**src/sv/crs_ram.sv**
```systemverilog
// ----------------------------------------------------------------------------
// crs_ram
// Generic single write port, single read port RAM with registered read data.
// ----------------------------------------------------------------------------
module crs_ram #(
	parameter int  WIDTH = 32,
	parameter int  DEPTH = 16,
	localparam int AW    = (DEPTH > 1) ? $clog2(DEPTH) : 1
) (
	input  logic             clk,
	input  logic             wr_en,
	input  logic [AW-1:0]    wr_addr,
	input  logic [WIDTH-1:0] wr_data,
	input  logic             rd_en,
	input  logic [AW-1:0]    rd_addr,
	output logic [WIDTH-1:0] rd_data
);

	logic [WIDTH-1:0] mem [DEPTH];

	always_ff @(posedge clk) begin
		if (wr_en) begin
			mem[wr_addr] <= wr_data;
		end
		if (rd_en) begin
			rd_data <= mem[rd_addr];
		end
	end

endmodule

```
**config.mk**
```make
export PLATFORM = sky130hd
export DESIGN_NAME = crs_ram
export DESIGN_NICKNAME = d
export VERILOG_FILES = /design/src/sv/crs_ram.sv
export SDC_FILE = /design/constraint.sdc
export NUM_CORES = 1
export LEC_CHECK = 0
export BUFFER_PORTS_ARGS = -buffer_cell sky130_fd_sc_hd__buf_2
export CORE_UTILIZATION = 60
export CTS_CLUSTER_DIAMETER = 30
export DETAILED_ROUTE_END_ITERATION = 6
export PLACE_DENSITY = 0.82
export SYNTH_ARGS = -nofsm -noshare
export SYNTH_HDL_FRONTEND = slang
export SYNTH_SLANG_ARGS = --single-unit
```
**constraint.sdc**
```tcl
create_clock -name clk -period 7.3 [get_ports clk]
set_input_delay 0.73 -clock clk [delete_from_list [all_inputs] [get_ports clk]]
set_output_delay 0.73 -clock clk [all_outputs]
set_load 0.005 [all_outputs]
```
## After elaboration in Yosys (flattened, before gate mapping)

Memory sizes are Yosys's and may differ from the RTL's. A register that Yosys moved wholly into a read port is not among the register bits.
Index checks and enable logic that the tools add are counted.

- Bits in registers: 0
- RAM bits: 512
- Input bits: 43
- Output and inout bits: 32
- Logic and storage cells: 3
- Memories kept: 1

Memory list:

| memory | depth | width | rd ports | clocked after Yosys merged registers in | write ports | line | text |
|---|---|---|---|---|---|---|---|
| mem | 16 | 32 | 1 | 1 | 1 | 19 | `logic [WIDTH-1:0] mem [DEPTH];` |

- Muxes and demuxes: 2

Operators by type and width:

| cell | count |
|---|---|
| $mux 1 | 2 |

## Longest topological paths before layout

- Depth in word-level cells: 2
- Depth in mapped cells: 5
- Mapped depth without buffers: 3

## Worst setup path before layout

OpenSTA, ideal clock, no wires.

- Path type: input to register
- Start: in wr_addr[2]
- End: mem mem[0][0] (enable)
- Library setup time: 461 ps
- Arrival time: 3448 ps
- Data required time: 6839 ps
- Path slack: 3390 ps
- Cell stages on the path: 2
- Path buffers: 0
- Path through: or3b_2 > nor3_1

RTL lines:

| element | line | text |
|---|---|---|
| from (decl) | 12 | `input logic [AW-1:0] wr_addr,` |
| to (decl) | 19 |  |

No word-level cell before the write port.

==> impl_results.rst <==
.. list-table::
   :header-rows: 1

   * - Metric
     - Value
   * - Status
     - finished, final reports clean
   * - Wire per inst
     - 31.7 um
   * - Largest net degree at the start of global routing
     - 79
   * - Critical Path Max Stage Delay
     - 0.99 ns
   * - Global-route wire length before repair
     - 67700 um
   * - Worst path top cell family by delay
     - buffers and inverters
   * - Leading cell type in the layout, fill and taps excluded
     - sky130_fd_sc_hd__edfxtp_1
   * - Chip height
     - around 190 um
   * - Number of warnings issued by yosys
     - 0
   * - Residual DRC count
     - 0
   * - Pwr Density
     - 324 nW/um^2
   * - Antenna-violating nets left
     - 0
   * - Number of cells on the worst hold path
     - 1
   * - Number of H-tree levels
     - 3
   * - Number of violations reported at the end of detailed-routing iteration 0
     - 1095
   * - Total via count in the routed design
     - 9743
   * - Slowest stage cell on the critical path
     - sky130_fd_sc_hd__buf_4
   * - Hold violation total from the final report
     - 0
   * - Commonest non-fill, non-tap cells in the layout
     - 544 x sky130_fd_sc_hd__edfxtp_1, 128 x sky130_fd_sc_hd__mux4_2, 86 x sky130_fd_sc_hd__clkbuf_16, 72 x sky130_fd_sc_hd__buf_2, 64 x sky130_fd_sc_hd__a22oi_1
   * - Reg2Reg Capture Point
     - rd_data[29]
   * - Setup repair after global routing missed its margin
     - no
   * - Total congestion overflow
     - 0
   * - F_max
     - 345 MHz
   * - Number of global-route vias before repair
     - 10.6k
   * - Pins Over Slew Limit
     - 0
   * - Post-synthesis net count
     - about 880
   * - Largest fanout on the critical path
     - 78
   * - Area growth syn-to-layout
     - 19.2%
   * - Reg2Reg Setup Slack
     - 5.74 ns
   * - Launching element type of the critical path
     - input port
   * - Crit path time final
     - 2.90 ns
   * - Die X
     - 185 um
   * - Crit-path cells
     - buf_4 > buf_4 > mux4_2 > a22oi_1 > nand2_1
   * - Most repeated library cell on the critical path
     - sky130_fd_sc_hd__buf_4
   * - Worst Path Buf+Inv
     - 2
   * - Total global routing track utilization
     - 28.6%
   * - Top cells by area in the synthesized netlist
     - sky130_fd_sc_hd__edfxtp_1 81%, sky130_fd_sc_hd__mux4_2 14%, sky130_fd_sc_hd__a22oi_1 2.4%
   * - Remaining max-slew budget at the tightest pin
     - 19.2%
   * - Launch instance of the worst min-delay path
     - wr_data[28]
   * - Worst path arrival time
     - ~3.2 ns
   * - Worst endpoint required time
     - approximately 7.6 ns
   * - Clock slew seen by the registers of the worst setup and hold paths
     - 0.06 ns
   * - CORE AREA
     - around 33000 um^2
   * - Hold-fix buffer count after cts
     - 0
   * - Slew at the pin with the worst max-slew slack
     - 1.21 ns
   * - First-pass iteration count of the detailed router
     - 5
   * - Port Buf Inserts
     - 74
   * - Number of gates resized after cts
     - 0
   * - Clock Skews
     - 0.0181 ns
   * - Initial core utilization
     - 61.5%
   * - Hold-critical path endpoint
     - mem[13][28]
   * - Overall power
     - 7.78 mW
   * - Initial antenna violation count
     - 5
   * - Half-perimeter wire length of the detailed placement result
     - 19900 um
   * - Die area
     - about 34000 um^2
   * - Worst path depth
     - 5
   * - Flip-flop and latch count after synthesis
     - 544
   * - Cell type contributing the most total cell area after synthesis
     - sky130_fd_sc_hd__edfxtp_1
   * - Start of the worst register-to-register path
     - mem[11][29]
   * - Part of the Yosys area used for sequential elements
     - about 80%
   * - Number of setup violations in the final report
     - 0
   * - Clock tree from TritonCTS
     - done
   * - Clk_lat worst skew
     - 0.57 ns
   * - Leakage dissipation
     - between 7 and 8 nW
   * - Share of the synthesized area in the top cell type
     - roughly four fifths
   * - Master cell of the clock root buffer
     - sky130_fd_sc_hd__clkbuf_16
   * - Hold/Removal Path Class
     - in2reg
   * - Number of placement rows
     - 66
   * - Count of cell types in the netlist
     - 17
   * - Number of top-level pins
     - 75
   * - Syn avg cell area
     - 24.1 um^2
   * - Critical path endpoint category
     - flop
   * - Launch point of the critical path
     - rd_addr[1]
   * - Max capacitance violation total
     - 0
   * - Last weighted congestion value of the routability-driven placer
     - 0.736
   * - Worst Setup Path Type
     - in2reg
   * - Nets
     - 1021
   * - CTS Sinks
     - 544
   * - Depth of the most critical reg-to-reg path
     - 3
   * - Period utilization
     - 39.7%
   * - DR vias/cell
     - roughly 6.5
   * - Deepest clock path buffer count
     - 3
   * - Combined area of all synthesized cells
     - 20200 um^2
   * - Sum Neg Setup Slack
     - 0 ns
   * - Number of buffers inserted to repair setup after CTS
     - 0
   * - Total wire length
     - 47300 um
   * - Number of buffers inserted during clock tree synthesis
     - 84
   * - Gate count after technology mapping
     - between 800 and 900
   * - Fraction of final layout cells sized beyond drive strength 1
     - 36.9%
   * - Max VDD drop
     - 0.219 mV
==> registers in the layout, indices dropped and copies added, names as in the netlist <==
| register | cells |
|---|---|
| mem | 512 |
| rd_data | 32 |
==> layout make-up <==
type / count / area [um^2]
clock inverter: 65 / 663
antenna: 5 / 12.5
sequential: 544 / 16300
multi-input combinational: 251 / 3750
clock buffer: 91 / 2170
tap: 442 / 553
fill: 1730 / 8740
timing repair buffer: 97 / 554
==> worst register-to-register path, cell delays in order (launching register included) <==
cell and delay (ns):
sky130_fd_sc_hd__edfxtp_1 0.43, sky130_fd_sc_hd__mux4_2 0.53, sky130_fd_sc_hd__a22oi_1 0.25, sky130_fd_sc_hd__nand2_1 0.10
==> kinds of logic after synthesis <==
family	synth area share, %
AO/OA/AOI/OAI	2.38
multiplexers	14.3
flip-flops	81.0
buffers and inverters	1.10
AND/OR/NAND/NOR	1.25
==> cells in the mapped netlist <==
cell type and instances:
sky130_fd_sc_hd__buf_2 4, sky130_fd_sc_hd__nor2_1 13, sky130_fd_sc_hd__nand2_1 33, sky130_fd_sc_hd__nor3_1 4, sky130_fd_sc_hd__and2_1 1, sky130_fd_sc_hd__nand3b_1 2, sky130_fd_sc_hd__edfxtp_1 544, sky130_fd_sc_hd__buf_6 2
sky130_fd_sc_hd__buf_1 9, sky130_fd_sc_hd__or3b_2 1, sky130_fd_sc_hd__nand3_1 1, sky130_fd_sc_hd__buf_4 11, sky130_fd_sc_hd__a22oi_1 64, sky130_fd_sc_hd__nor2b_1 2, sky130_fd_sc_hd__clkbuf_1 17, sky130_fd_sc_hd__nand2b_1 2
sky130_fd_sc_hd__mux4_2 128
==> power by group <==
group          leakage, nW  internal (mW)  total (mW)  switching, mW
clock                 1.36           2.47        3.93           1.46
sequential            4.94           3.52        3.55         0.0262
combinational         1.55          0.119       0.299          0.180
total                 7.85           6.11        7.78           1.67
==> layer usage <==
metal / up-vias / GRT usage, % / part of all wire (%)
met3: 143 / 5.49 / 8.1
met2: 653 / 49.6 / 53
met5: - / 0 / 0.059
met1: 5020 / 34.8 / 35
li1: 3923 / - / -
met4: 4 / 13.7 / 4.0
==> how the worst max path moves through the flow <==
stage	to	slack (ns)
2_1_floorplan	mem[0][0]	3.39
3_3_place_gp	rd_data[8]	3.96
3_5_place_dp	rd_data[29]	3.90
4_1_cts	rd_data[29]	4.43
5_1_grt	rd_data[4]	4.34
6_report	rd_data[4]	4.40
==> per-stage QoR <==
step	worst slack, ns	instance area [um^2]	util, %	cells	hold slack [ns]
floorplan	3.39	20200	-	838	0.710
global placement	3.96	21200	64.6	1334	0.720
detailed placement	3.90	21200	64.6	1334	0.735
CTS	4.43	24000	73.3	1490	0.518
global route	4.34	24000	73.3	1493	0.527
finish	4.40	24000	73.3	1495	0.540
Note: power is estimated with default switching activity, not from simulation.
